--- src/rtl/supertrend_indicator_assert.svh ---
// assertion macros for the supertrend indicator
`ifndef SUPERTREND_INDICATOR_ASSERT_SVH
`define SUPERTREND_INDICATOR_ASSERT_SVH

// same-cycle implication, held off during reset
`define STI_ASSERT_IMPLY(label, clk, rst_n, ante, cons, msg) \
    label: assert property (@(posedge clk) disable iff (!rst_n) (ante) |-> (cons)) \
        else $error(msg);

// next-cycle implication, held off during reset
`define STI_ASSERT_NEXT(label, clk, rst_n, ante, cons, msg) \
    label: assert property (@(posedge clk) disable iff (!rst_n) (ante) |=> (cons)) \
        else $error(msg);

`endif

--- src/rtl/sti_pkg.sv ---
// shared types, widths and codes of the supertrend indicator
package sti_pkg;

    localparam int PRICE_BITS     = 32;
    localparam int FRAC_BITS      = 8;
    localparam int FACTOR_FRAC    = 8;
    localparam int VALUE_BITS     = PRICE_BITS + FRAC_BITS + 1;
    localparam int PERIOD_BITS    = 8;
    localparam int FACTOR_BITS    = 12;
    localparam int COUNT_BITS     = PERIOD_BITS + 1;
    localparam int PROD_BITS      = VALUE_BITS + PERIOD_BITS;
    localparam int DIV_BITS       = (PROD_BITS + 1 > VALUE_BITS + FRAC_BITS) ?
                                    PROD_BITS + 1 : VALUE_BITS + FRAC_BITS;
    localparam int DIV_CNT_BITS   = $clog2(DIV_BITS);
    localparam int CFG_INDEX_BITS = 1;
    localparam int CFG_DATA_BITS  = FACTOR_BITS;

    localparam logic [PERIOD_BITS-1:0]    ATR_PERIOD_RESET  = PERIOD_BITS'(14);
    localparam logic [FACTOR_BITS-1:0]    BAND_FACTOR_RESET = FACTOR_BITS'(768);
    localparam logic [COUNT_BITS-1:0]     COUNT_CAP = COUNT_BITS'(1) << PERIOD_BITS;

    localparam logic [CFG_INDEX_BITS-1:0] REG_ATR_PERIOD  = CFG_INDEX_BITS'(0);
    localparam logic [CFG_INDEX_BITS-1:0] REG_BAND_FACTOR = CFG_INDEX_BITS'(1);

    localparam logic [1:0] FLIP_NONE = 2'd0;
    localparam logic [1:0] FLIP_UP   = 2'd1;
    localparam logic [1:0] FLIP_DOWN = 2'd2;

    typedef struct packed {
        logic [PRICE_BITS-1:0] bar_high;
        logic [PRICE_BITS-1:0] bar_low;
        logic [PRICE_BITS-1:0] bar_close;
    } t_bar;

    typedef struct packed {
        logic signed [VALUE_BITS-1:0] trend_line;
        logic                         direction_up;
        logic [1:0]                   flip;
        logic                         warmed_up;
    } t_result;

    typedef enum logic [2:0] {
        S_IDLE,
        S_RANGE,
        S_SUM,
        S_DIV,
        S_OFFSET,
        S_BAND,
        S_UPDATE,
        S_EMIT
    } t_state;

    typedef struct packed {
        logic load_bar;
        logic calc_range;
        logic calc_sum;
        logic div_step;
        logic div_last;
        logic calc_offset;
        logic calc_band;
        logic calc_update;
        logic out_load;
    } t_cmd;

    typedef struct packed {
        logic div_needed;
        logic out_free;
    } t_status;

endpackage

--- src/rtl/supertrend_indicator.sv ---
// supertrend indicator top level: wilder atr bands with trend direction per price bar
//
// Input channel: one beat per price bar (high, low, close) on i_bar, handshaked by
// i_bar_valid and o_bar_stall. Output channel: one beat per bar on o_res (trend
// line, direction, flip code, warm-up flag) handshaked by o_res_valid and i_res_stall.
// Configuration: i_cfg_wr_en writes i_cfg_data into register i_cfg_index
// (0 atr period, 1 band factor); write only while no bar is in flight.
// Each bar passes through the range, sum, offset, band, update and emit states; bars
// that form or smooth the atr (every bar after the period-th) also run the bit-serial
// divide by the period, one quotient bit a cycle, between the sum and offset states.
// A new bar is taken only once the previous result is loaded into the output register.
// The output register lets the next bar be taken while a result beat waits;
// a stalled receiver holds the block only once a second result is ready.
// Reset: synchronous, active low; period 14, factor 3.0, bands and atr zero, trend up.
module supertrend_indicator (
    input  logic                               i_clk,
    input  logic                               i_rst_n,
    input  logic                               i_cfg_wr_en,
    input  logic [sti_pkg::CFG_INDEX_BITS-1:0] i_cfg_index,
    input  logic [sti_pkg::CFG_DATA_BITS-1:0]  i_cfg_data,
    input  logic                               i_bar_valid,
    output logic                               o_bar_stall,
    input  sti_pkg::t_bar                      i_bar,
    output logic                               o_res_valid,
    input  logic                               i_res_stall,
    output sti_pkg::t_result                   o_res
);

    `include "supertrend_indicator_assert.svh"

    sti_pkg::t_cmd    w_cmd;
    sti_pkg::t_status w_status;
    logic             w_bar_take;
    logic             w_turn_up;
    logic             w_turn_down;

    sti_ctrl u_ctrl (
        .i_clk       (i_clk),
        .i_rst_n     (i_rst_n),
        .i_bar_valid (i_bar_valid),
        .o_bar_stall (o_bar_stall),
        .i_status    (w_status),
        .o_cmd       (w_cmd)
    );

    sti_datapath u_datapath (
        .i_clk       (i_clk),
        .i_rst_n     (i_rst_n),
        .i_cfg_wr_en (i_cfg_wr_en),
        .i_cfg_index (i_cfg_index),
        .i_cfg_data  (i_cfg_data),
        .i_bar       (i_bar),
        .i_cmd       (w_cmd),
        .o_status    (w_status),
        .i_res_stall (i_res_stall),
        .o_res_valid (o_res_valid),
        .o_res       (o_res)
    );

    assign w_bar_take  = i_bar_valid && !o_bar_stall;
    assign w_turn_up   = o_res_valid && (o_res.flip == sti_pkg::FLIP_UP);
    assign w_turn_down = o_res_valid && (o_res.flip == sti_pkg::FLIP_DOWN);

    `STI_ASSERT_NEXT(a_busy_after_take, i_clk, i_rst_n, w_bar_take, o_bar_stall, "busy bar taken")
    `STI_ASSERT_IMPLY(a_load_free, i_clk, i_rst_n, w_cmd.out_load, w_status.out_free, "slot busy")
    `STI_ASSERT_IMPLY(a_turn_up, i_clk, i_rst_n, w_turn_up, o_res.direction_up, "bad turn up")
    `STI_ASSERT_IMPLY(a_turn_dn, i_clk, i_rst_n, w_turn_down, !o_res.direction_up, "bad turn down")

endmodule

--- src/rtl/sti_ctrl.sv ---
// sequencer of the supertrend indicator: one bar at a time through the datapath
module sti_ctrl (
    input  logic             i_clk,
    input  logic             i_rst_n,
    input  logic             i_bar_valid,
    output logic             o_bar_stall,
    input  sti_pkg::t_status i_status,
    output sti_pkg::t_cmd    o_cmd
);

    localparam int CNT_BITS = sti_pkg::DIV_CNT_BITS;
    localparam logic [CNT_BITS-1:0] CNT_LAST = CNT_BITS'(sti_pkg::DIV_BITS - 1);

    sti_pkg::t_state     r_state;
    sti_pkg::t_state     n_state;
    logic [CNT_BITS-1:0] r_div_cnt;
    logic [CNT_BITS-1:0] n_div_cnt;

    always_ff @(posedge i_clk) begin
        if (!i_rst_n) begin
            r_state   <= sti_pkg::S_IDLE;
            r_div_cnt <= '0;
        end else begin
            r_state   <= n_state;
            r_div_cnt <= n_div_cnt;
        end
    end

    always_comb begin
        n_state     = r_state;
        n_div_cnt   = r_div_cnt;
        o_cmd       = '0;
        o_bar_stall = 1'b1;
        case (r_state)
            sti_pkg::S_IDLE: begin
                o_bar_stall = 1'b0;
                if (i_bar_valid) begin
                    o_cmd.load_bar = 1'b1;
                    n_state        = sti_pkg::S_RANGE;
                end
            end
            sti_pkg::S_RANGE: begin
                o_cmd.calc_range = 1'b1;
                n_state          = sti_pkg::S_SUM;
            end
            sti_pkg::S_SUM: begin
                o_cmd.calc_sum = 1'b1;
                n_div_cnt      = '0;
                n_state        = i_status.div_needed ? sti_pkg::S_DIV : sti_pkg::S_OFFSET;
            end
            sti_pkg::S_DIV: begin
                o_cmd.div_step = 1'b1;
                o_cmd.div_last = (r_div_cnt == CNT_LAST);
                n_div_cnt      = r_div_cnt + CNT_BITS'(1);
                if (o_cmd.div_last) begin
                    n_state = sti_pkg::S_OFFSET;
                end
            end
            sti_pkg::S_OFFSET: begin
                o_cmd.calc_offset = 1'b1;
                n_state           = sti_pkg::S_BAND;
            end
            sti_pkg::S_BAND: begin
                o_cmd.calc_band = 1'b1;
                n_state         = sti_pkg::S_UPDATE;
            end
            sti_pkg::S_UPDATE: begin
                o_cmd.calc_update = 1'b1;
                n_state           = sti_pkg::S_EMIT;
            end
            sti_pkg::S_EMIT: begin
                // wait here only while the output slot still holds an untaken beat
                if (i_status.out_free) begin
                    o_cmd.out_load = 1'b1;
                    n_state        = sti_pkg::S_IDLE;
                end
            end
            default: begin
                n_state = sti_pkg::S_IDLE;
            end
        endcase
    end

endmodule

--- src/rtl/sti_datapath.sv ---
// datapath of the supertrend indicator: atr, bands, trend and output register
module sti_datapath (
    input  logic                               i_clk,
    input  logic                               i_rst_n,
    input  logic                               i_cfg_wr_en,
    input  logic [sti_pkg::CFG_INDEX_BITS-1:0] i_cfg_index,
    input  logic [sti_pkg::CFG_DATA_BITS-1:0]  i_cfg_data,
    input  sti_pkg::t_bar                      i_bar,
    input  sti_pkg::t_cmd                      i_cmd,
    output sti_pkg::t_status                   o_status,
    input  logic                               i_res_stall,
    output logic                               o_res_valid,
    output sti_pkg::t_result                   o_res
);

    localparam int P     = sti_pkg::PRICE_BITS;
    localparam int F     = sti_pkg::FRAC_BITS;
    localparam int V     = sti_pkg::VALUE_BITS;
    localparam int PB    = sti_pkg::PERIOD_BITS;
    localparam int FB    = sti_pkg::FACTOR_BITS;
    localparam int CB    = sti_pkg::COUNT_BITS;
    localparam int PRODB = sti_pkg::PROD_BITS;
    localparam int DB    = sti_pkg::DIV_BITS;
    localparam int OFFP  = FB + V;
    localparam int OFFR  = OFFP - sti_pkg::FACTOR_FRAC;
    localparam logic [OFFR-1:0] OFF_CAP = OFFR'(1) << (V - 1);
    localparam logic signed [V-1:0] VALUE_MAX = {1'b0, {(V-1){1'b1}}};
    localparam logic signed [V-1:0] VALUE_MIN = {1'b1, {(V-1){1'b0}}};

    function automatic logic [P-1:0] abs_diff(input logic [P-1:0] a, input logic [P-1:0] b);
        abs_diff = (a > b) ? a - b : b - a;
    endfunction

    function automatic logic signed [V-1:0] sat_value(input logic signed [V:0] v);
        if (v[V] != v[V-1]) begin
            sat_value = v[V] ? VALUE_MIN : VALUE_MAX;
        end else begin
            sat_value = v[V-1:0];
        end
    endfunction

    // configuration
    logic [PB-1:0] r_period;
    logic [FB-1:0] r_factor;

    // indicator state
    logic [P-1:0]        r_prev_close;
    logic signed [V-1:0] r_lower;
    logic signed [V-1:0] r_upper;
    logic                r_trend_up;
    logic [V-1:0]        r_avg;
    logic [V-1:0]        r_sum;
    logic [CB-1:0]       r_count;

    // per-bar working registers
    logic [P-1:0]        r_high;
    logic [P-1:0]        r_low;
    logic [P-1:0]        r_close;
    logic [P-1:0]        r_tr;
    logic [PRODB-1:0]    r_prod;
    logic [DB-1:0]       r_div_q;
    logic [PB-1:0]       r_div_rem;
    logic [OFFP-1:0]     r_off_prod;
    logic                r_warmed;
    logic signed [V-1:0] r_basic_lo;
    logic signed [V-1:0] r_basic_hi;
    sti_pkg::t_result    r_res;
    sti_pkg::t_result    r_out;
    logic                r_out_valid;

    logic [PB-1:0]       w_n;
    logic [PB-1:0]       w_n_m1;
    logic [CB-1:0]       w_n_ext;
    logic [P-1:0]        w_d_hl;
    logic [P-1:0]        w_d_hp;
    logic [P-1:0]        w_d_lp;
    logic [P-1:0]        w_tr;
    logic [PRODB-1:0]    w_prod;
    logic                w_idx_nonzero;
    logic                w_in_warmup;
    logic                w_at_period;
    logic [V-1:0]        w_sum_next;
    logic [DB-1:0]       w_dividend;
    logic [PB:0]         w_rem_shift;
    logic                w_rem_ge;
    logic [PB:0]         w_rem_diff;
    logic [PB-1:0]       w_rem_next;
    logic [DB-1:0]       w_q_next;
    logic                w_warmed;
    logic [V-1:0]        w_atr;
    logic [OFFP-1:0]     w_off_prod;
    logic [OFFR-1:0]     w_off_raw;
    logic [OFFR-1:0]     w_off_sel;
    logic [V-1:0]        w_off;
    logic [P:0]          w_hl_sum;
    logic [V-1:0]        w_mid_full;
    logic [V-2:0]        w_mid;
    logic signed [V:0]   w_lo_wide;
    logic signed [V:0]   w_hi_wide;
    logic signed [V-1:0] w_pc_fx;
    logic signed [V-1:0] w_c_fx;
    logic signed [V-1:0] w_new_lo;
    logic signed [V-1:0] w_new_hi;
    logic                w_trend_next;
    logic [1:0]          w_flip;

    // period of zero behaves as one
    assign w_n     = (r_period == '0) ? PB'(1) : r_period;
    assign w_n_m1  = w_n - PB'(1);
    assign w_n_ext = {1'b0, w_n};

    // true range
    assign w_d_hl = abs_diff(r_high, r_low);
    assign w_d_hp = abs_diff(r_high, r_prev_close);
    assign w_d_lp = abs_diff(r_low, r_prev_close);
    always_comb begin
        w_tr = w_d_hl;
        if (w_d_hp > w_tr) begin
            w_tr = w_d_hp;
        end
        if (w_d_lp > w_tr) begin
            w_tr = w_d_lp;
        end
    end

    assign w_prod = {{PB{1'b0}}, r_avg} * {{V{1'b0}}, w_n_m1};

    // warm-up sum and divider load
    assign w_idx_nonzero = (r_count != '0);
    assign w_in_warmup   = (r_count <= w_n_ext);
    assign w_at_period   = (r_count == w_n_ext);
    assign w_sum_next    = r_sum + V'(r_tr);
    assign w_dividend    = w_at_period ? DB'({w_sum_next, {F{1'b0}}})
                                       : DB'(r_prod) + DB'({r_tr, {F{1'b0}}});

    // one quotient bit per step, remainder stays below the period
    assign w_rem_shift = {r_div_rem, r_div_q[DB-1]};
    assign w_rem_ge    = (w_rem_shift >= {1'b0, w_n});
    assign w_rem_diff  = w_rem_shift - {1'b0, w_n};
    assign w_rem_next  = w_rem_ge ? w_rem_diff[PB-1:0] : w_rem_shift[PB-1:0];
    assign w_q_next    = {r_div_q[DB-2:0], w_rem_ge};

    // band offset
    assign w_warmed   = (r_count > w_n_ext);
    assign w_atr      = w_warmed ? r_avg : '0;
    assign w_off_prod = {{FB{1'b0}}, w_atr} * {{V{1'b0}}, r_factor};
    assign w_off_raw  = r_off_prod[OFFP-1:sti_pkg::FACTOR_FRAC];
    assign w_off_sel  = (w_off_raw > OFF_CAP) ? OFF_CAP : w_off_raw;
    assign w_off      = w_off_sel[V-1:0];

    // basic bands around the bar midpoint
    assign w_hl_sum   = {1'b0, r_high} + {1'b0, r_low};
    assign w_mid_full = {w_hl_sum, {F{1'b0}}};
    assign w_mid      = w_mid_full[V-1:1];
    assign w_lo_wide  = $signed({2'b00, w_mid}) - $signed({1'b0, w_off});
    assign w_hi_wide  = $signed({2'b00, w_mid}) + $signed({1'b0, w_off});

    // ratchet and trend, against the bands of the previous bar
    assign w_pc_fx  = $signed({1'b0, r_prev_close, {F{1'b0}}});
    assign w_c_fx   = $signed({1'b0, r_close, {F{1'b0}}});
    assign w_new_lo = (w_pc_fx > r_lower && r_lower > r_basic_lo) ? r_lower : r_basic_lo;
    assign w_new_hi = (w_pc_fx < r_upper && r_upper < r_basic_hi) ? r_upper : r_basic_hi;

    always_comb begin
        w_trend_next = r_trend_up;
        if (w_c_fx > r_upper) begin
            w_trend_next = 1'b1;
        end else if (w_c_fx < r_lower) begin
            w_trend_next = 1'b0;
        end
        w_flip = sti_pkg::FLIP_NONE;
        if (w_trend_next && !r_trend_up) begin
            w_flip = sti_pkg::FLIP_UP;
        end else if (!w_trend_next && r_trend_up) begin
            w_flip = sti_pkg::FLIP_DOWN;
        end
    end

    always_ff @(posedge i_clk) begin
        if (!i_rst_n) begin
            r_period <= sti_pkg::ATR_PERIOD_RESET;
            r_factor <= sti_pkg::BAND_FACTOR_RESET;
        end else if (i_cfg_wr_en) begin
            case (i_cfg_index)
                sti_pkg::REG_ATR_PERIOD: begin
                    r_period <= i_cfg_data[PB-1:0];
                end
                sti_pkg::REG_BAND_FACTOR: begin
                    r_factor <= i_cfg_data[FB-1:0];
                end
                default: begin
                end
            endcase
        end
    end

    always_ff @(posedge i_clk) begin
        if (!i_rst_n) begin
            r_prev_close <= '0;
            r_lower      <= '0;
            r_upper      <= '0;
            r_trend_up   <= 1'b1;
            r_avg        <= '0;
            r_sum        <= '0;
            r_count      <= '0;
            r_out_valid  <= 1'b0;
        end else begin
            if (i_cmd.calc_sum) begin
                if (w_idx_nonzero && w_in_warmup) begin
                    r_sum <= w_sum_next;
                end
                if (r_count < sti_pkg::COUNT_CAP) begin
                    r_count <= r_count + CB'(1);
                end
            end
            if (i_cmd.div_step && i_cmd.div_last) begin
                r_avg <= w_q_next[V-1:0];
            end
            if (i_cmd.calc_update) begin
                r_lower      <= w_new_lo;
                r_upper      <= w_new_hi;
                r_trend_up   <= w_trend_next;
                r_prev_close <= r_close;
            end
            if (i_cmd.out_load) begin
                r_out_valid <= 1'b1;
            end else if (!i_res_stall) begin
                r_out_valid <= 1'b0;
            end
        end
    end

    always_ff @(posedge i_clk) begin
        if (i_cmd.load_bar) begin
            r_high  <= i_bar.bar_high;
            r_low   <= i_bar.bar_low;
            r_close <= i_bar.bar_close;
        end
        if (i_cmd.calc_range) begin
            r_tr   <= w_tr;
            r_prod <= w_prod;
        end
        if (i_cmd.calc_sum) begin
            r_div_q   <= w_dividend;
            r_div_rem <= '0;
        end
        if (i_cmd.div_step) begin
            r_div_q   <= w_q_next;
            r_div_rem <= w_rem_next;
        end
        if (i_cmd.calc_offset) begin
            r_off_prod <= w_off_prod;
            r_warmed   <= w_warmed;
        end
        if (i_cmd.calc_band) begin
            r_basic_lo <= sat_value(w_lo_wide);
            r_basic_hi <= sat_value(w_hi_wide);
        end
        if (i_cmd.calc_update) begin
            r_res.trend_line   <= w_trend_next ? w_new_lo : w_new_hi;
            r_res.direction_up <= w_trend_next;
            r_res.flip         <= w_flip;
            r_res.warmed_up    <= r_warmed;
        end
        if (i_cmd.out_load) begin
            r_out <= r_res;
        end
    end

    assign o_status.div_needed = w_idx_nonzero && (r_count >= w_n_ext);
    assign o_status.out_free   = !r_out_valid || !i_res_stall;
    assign o_res_valid         = r_out_valid;
    assign o_res               = r_out;

endmodule
--- config.mk ---
export PLATFORM = sky130hd
export DESIGN_NAME = supertrend_indicator
export DESIGN_NICKNAME = d
export VERILOG_FILES = /design/src/rtl/sti_pkg.sv /design/src/rtl/supertrend_indicator.sv /design/src/rtl/sti_ctrl.sv /design/src/rtl/sti_datapath.sv
export VERILOG_INCLUDE_DIRS = /design/src /design/src/rtl
export SDC_FILE = /design/constraint.sdc
export NUM_CORES = 2
export LEC_CHECK = 0
export ABC_AREA = 1
export BUFFER_PORTS_ARGS = -buffer_cell sky130_fd_sc_hd__buf_2
export CORE_MARGIN = 2
export CORE_UTILIZATION = 45
export CTS_BUF_LIST = sky130_fd_sc_hd__clkbuf_8
export CTS_CLUSTER_DIAMETER = 40
export DETAILED_ROUTE_END_ITERATION = 7
export GPL_TIMING_DRIVEN = 0
export HOLD_SLACK_MARGIN = 0.03
export PLACE_DENSITY_LB_ADDON = 0.08
export SLEW_MARGIN = 20
export SYNTH_ARGS = -nofsm -noshare
export SYNTH_HDL_FRONTEND = slang
export SYNTH_SLANG_ARGS = --single-unit
--- constraint.sdc ---
create_clock -name i_clk -period 14.8 [get_ports i_clk]
set_input_delay 2.22 -clock i_clk [delete_from_list [all_inputs] [get_ports i_clk]]
set_output_delay 2.22 -clock i_clk [all_outputs]
set_load 0.05 [all_outputs]
==> impl_metrics.csv <==
group,metric,value,unit
final_layout,layout-drive-gt1-share,0.05731,
yosys,postSynthNetCount,12940,
route,postRouteAntennaNets,0,
yosys,synthCells,11390,
floorplan,die_x,433.4,um
grt,grt_pass1_vias,78360,
critical_path,criticalPathCategory,"flip-flop to flip-flop",
floorplan,num_rows,157,
clock_network,clk_path_buf_depth,3,
clock_network,cts_made_buffers,150,
grt,grt-ovfl-total,0,
grt,grt_max_degree,35,
critical_path,crit_fanout,10,
grt,grt_util_met2,0.5662,
yosys,synth_area_per_cell,7.282,um2
timing,finalClockSkew,0.05539,ns
grt,top_usage_layer,"met2",
floorplan,core_area,183100,um2
timing,setup_tns,0,ns
timing,worst_slew_pin_slew,1.174,ns
power_and_ir_drop,p_per_area,103.2,nW/um2
floorplan,die_h,433.4,um
grt,grt_use_total,0.3699,
floorplan,initial_core_util,0.4532,
power_and_ir_drop,total_power,9367,uW
route,first_iter_violations,8172,
clock_network,cts_root_buf,"clkbuf_8",
yosys,synthSimpleGateAreaFrac,0.2242,
yosys,synth_fa_ha_area_frac,0.2739,
final_layout,nets,13270,
final_layout,syn2layout_area_growth,9.347,%
power_and_ir_drop,leakagePower,0.04331,uW
floorplan,ios,161,
status,violations,"design-rule violations",
clock_network,cts_tree,"done",
grt,met1_usage,0.4980,
clock_network,clock_latency,0.95,ns
route,vias_per_cell,5.623,
clock_network,ctsHoldBuffers,0,
yosys,async_flop_share,0,
yosys,ys.flop_type,"edfxtp_1",
power_and_ir_drop,vdd_drop_max,0.0001425,V
run,cap_violations,0,
route,drc,6,
grt,grt_antenna_before_repair,12,
timing,final-hold-violation-count,0,
route,dr.pass1.iters,8,
critical_path,path_common_cell,"nor2_1",
placed_design,port_buffers,159,
yosys,synth_edf_count,453,
critical_path,slowest_stage,"clkbuf_1",
yosys,synth_mux_area_frac,0,
timing,period_share,0.7009,
clock_network,cts_max_level,4,
yosys,yosys_warnings,0,
clock_network,clk_pin_slew_worst_paths,0.06,ns
timing,min_period,10.37,ns
yosys,ys_types,68,
clock_network,post_cts_resized,0,
critical_path,cpPeakStageDelay,0.83,ns
worst_hold_path,hold_path.class,"flip-flop to flip-flop",
clock_network,cts_setup_buffers,0,
grt,grt_pass1_wl,508900,um
route,wl,352000,um
timing,final_max_slew_viol_count,0,
status,outcome,"complete, but fails checks",
final_layout,fin_util,0.4955,
yosys,syn_area,82970,um2
timing,finalSetupViolCount,0,
critical_path,cp_data_arrival_time,11.03,ns
critical_path,cp-start-kind,"flip-flop",
grt,grt_use_met3,0.07330,
route,vias,80530,
critical_path,end_kind,"flip-flop",
yosys,synth_top_family_by_area,"adder cells",
clock_network,cts.sinks,689,
yosys,synthXorXnorAreaFrac,0.03790,
yosys,ys_ff_latch,689,
timing,relSlewSlack,0.2102,
timing,rsz0062_at_grt,"false",
placed_design,place.gp.congestion,1.049,
yosys,synth_compound_area_frac,0.1350,
route,wl_per_cell,24.58,um
critical_path,critPathBufInv,8,
placed_design,hpwl,299200,um
critical_path,path_delay_family,"adder cells",
timing,timing.fmax,96.40,MHz
floorplan,dieArea,187800,um2
critical_path,cp.required,15.46,ns
yosys,yosysSeqAreaShare,0.2209,
[flip-flops by register name, indices dropped and copies added (netlist names), 41 cells and up]
name and flops:
u_datapath.r_div_q 50, u_datapath.r_prod 49, u_datapath.o_res 45, u_datapath.r_off_prod 45
u_datapath.r_res 45, u_datapath.r_avg 41, u_datapath.r_basic_hi 41, u_datapath.r_basic_lo 41
u_datapath.r_lower 41, u_datapath.r_sum 41, u_datapath.r_upper 41
[metrics by stage]
step	setup WS, ns	hold slack [ns]	area (um2)	instances
after floorplan	7.853	0.4003	82970	11390
after global placement	4.653	0.4010	86840	14020
after detailed placement	4.582	0.4045	87270	14040
after CTS	4.536	0.4173	90680	14310
after global routing	3.839	0.4241	90720	14320
final	4.426	0.4132	90720	14320
[synth_stat cells, drive strengths merged, types with 7 or more instances]
master / instances / area, um2
a211oi: 18 / 135.1
a21boi: 23 / 172.7
a21o: 52 / 390.4
a21oi: 954 / 4816
a221oi: 7 / 61.31
a31oi: 71 / 450.4
buf: 127 / 754.5
clkbuf: 201 / 764.5
dfxtp: 236 / 4725
edfxtp: 453 / 13600
fa: 634 / 12690
ha: 802 / 10030
inv: 1978 / 7425
nand2: 2717 / 10270
nand3: 417 / 2112
nand3b: 14 / 117.6
nand4: 130 / 819.5
nor2: 1123 / 4285
nor3: 100 / 515.5
nor4: 50 / 325.3
o211ai: 61 / 457.9
o21a: 57 / 427.9
o21ai: 684 / 3517
o21bai: 48 / 364.1
o221ai: 11 / 96.34
o31ai: 9 / 72.57
or2: 13 / 81.33
xnor2: 44 / 385.4
xor2: 315 / 2759
[routing by layer]
layer | up-vias | wire length [um] | share of wire
met3 | 669 | 30110 | 0.086
met5 | - | 13 | 0.000037
met1 | 39080 | 150500 | 0.43
met4 | 2 | 19600 | 0.056
met2 | 3566 | 151800 | 0.43
li1 | 37200 | - | -
[cells by family after synthesis]
family          Yosys count
compound gates         2023
xor+xnor                359
fa+ha+maj              1436
buf+inv                2312
flops                   689
simple gates           4575
[placed cells by master (no fill, tap or decap), types with 17 or more instances in the layout]
cell	netlist	routed
nor2_1	1105	1096
o21bai_1	47	47
xor2_1	315	315
xnor2_1	44	44
fa_1	634	634
nand2_2	20	20
nand3_1	412	412
clkinv_1	6	19
inv_2	24	24
a31oi_1	70	70
o211ai_1	61	61
buf_4	30	35
a21o_1	52	52
ha_1	802	802
o21ai_0	588	588
a211oi_1	18	18
bufinv_16	0	17
nor4_1	48	47
inv_1	1954	1986
nor3_1	97	95
o21ai_2	25	25
edfxtp_1	453	453
o21a_1	57	57
nand4_1	129	129
clkbuf_8	0	159
clkinv_2	0	17
nor2_2	13	18
buf_2	72	232
o21ai_1	71	71
dfxtp_1	236	236
a21boi_0	20	20
a21oi_1	945	944
nand2_1	2694	2694
clkbuf_1	193	188
[power breakdown]
group	internal (uW)	switching [uW]
Combinational	1240	3200
Clock	1340	1070
Sequential	2300	221
[cell type report]
cell class              count  area, um2
diodes                      9      22.52
plain buffers             328       1529
clock buffers             159       2188
clock inverters           117       1224
fillers                 18800      92360
inverters                1984       7447
multi-input cells        8393      55750
flip-flops and latches    689      18330
well taps                2464       3083
repair buffers            178       1151
[final timing paths]
| path | startpoint | endpoint | slack (ns) | cells past startpoint |
|---|---|---|---|---|
| hold reg to reg | u_datapath.r_res[10]$_DFFE_PP_ | u_datapath.o_res[10]$_DFFE_PP_ | 0.41 | 0 |
| setup / recovery | u_datapath.r_period[4]$_SDFFE_PN0P_ | u_datapath.r_off_prod[52]$_DFFE_PP_ | 4.43 | 33 |
| setup reg to reg | u_datapath.r_period[4]$_SDFFE_PN0P_ | u_datapath.r_off_prod[52]$_DFFE_PP_ | 4.43 | 33 |
| hold / removal | u_datapath.r_res[10]$_DFFE_PP_ | u_datapath.o_res[10]$_DFFE_PP_ | 0.41 | 0 |
No activity file was read; power rests on OpenSTA's default activity.
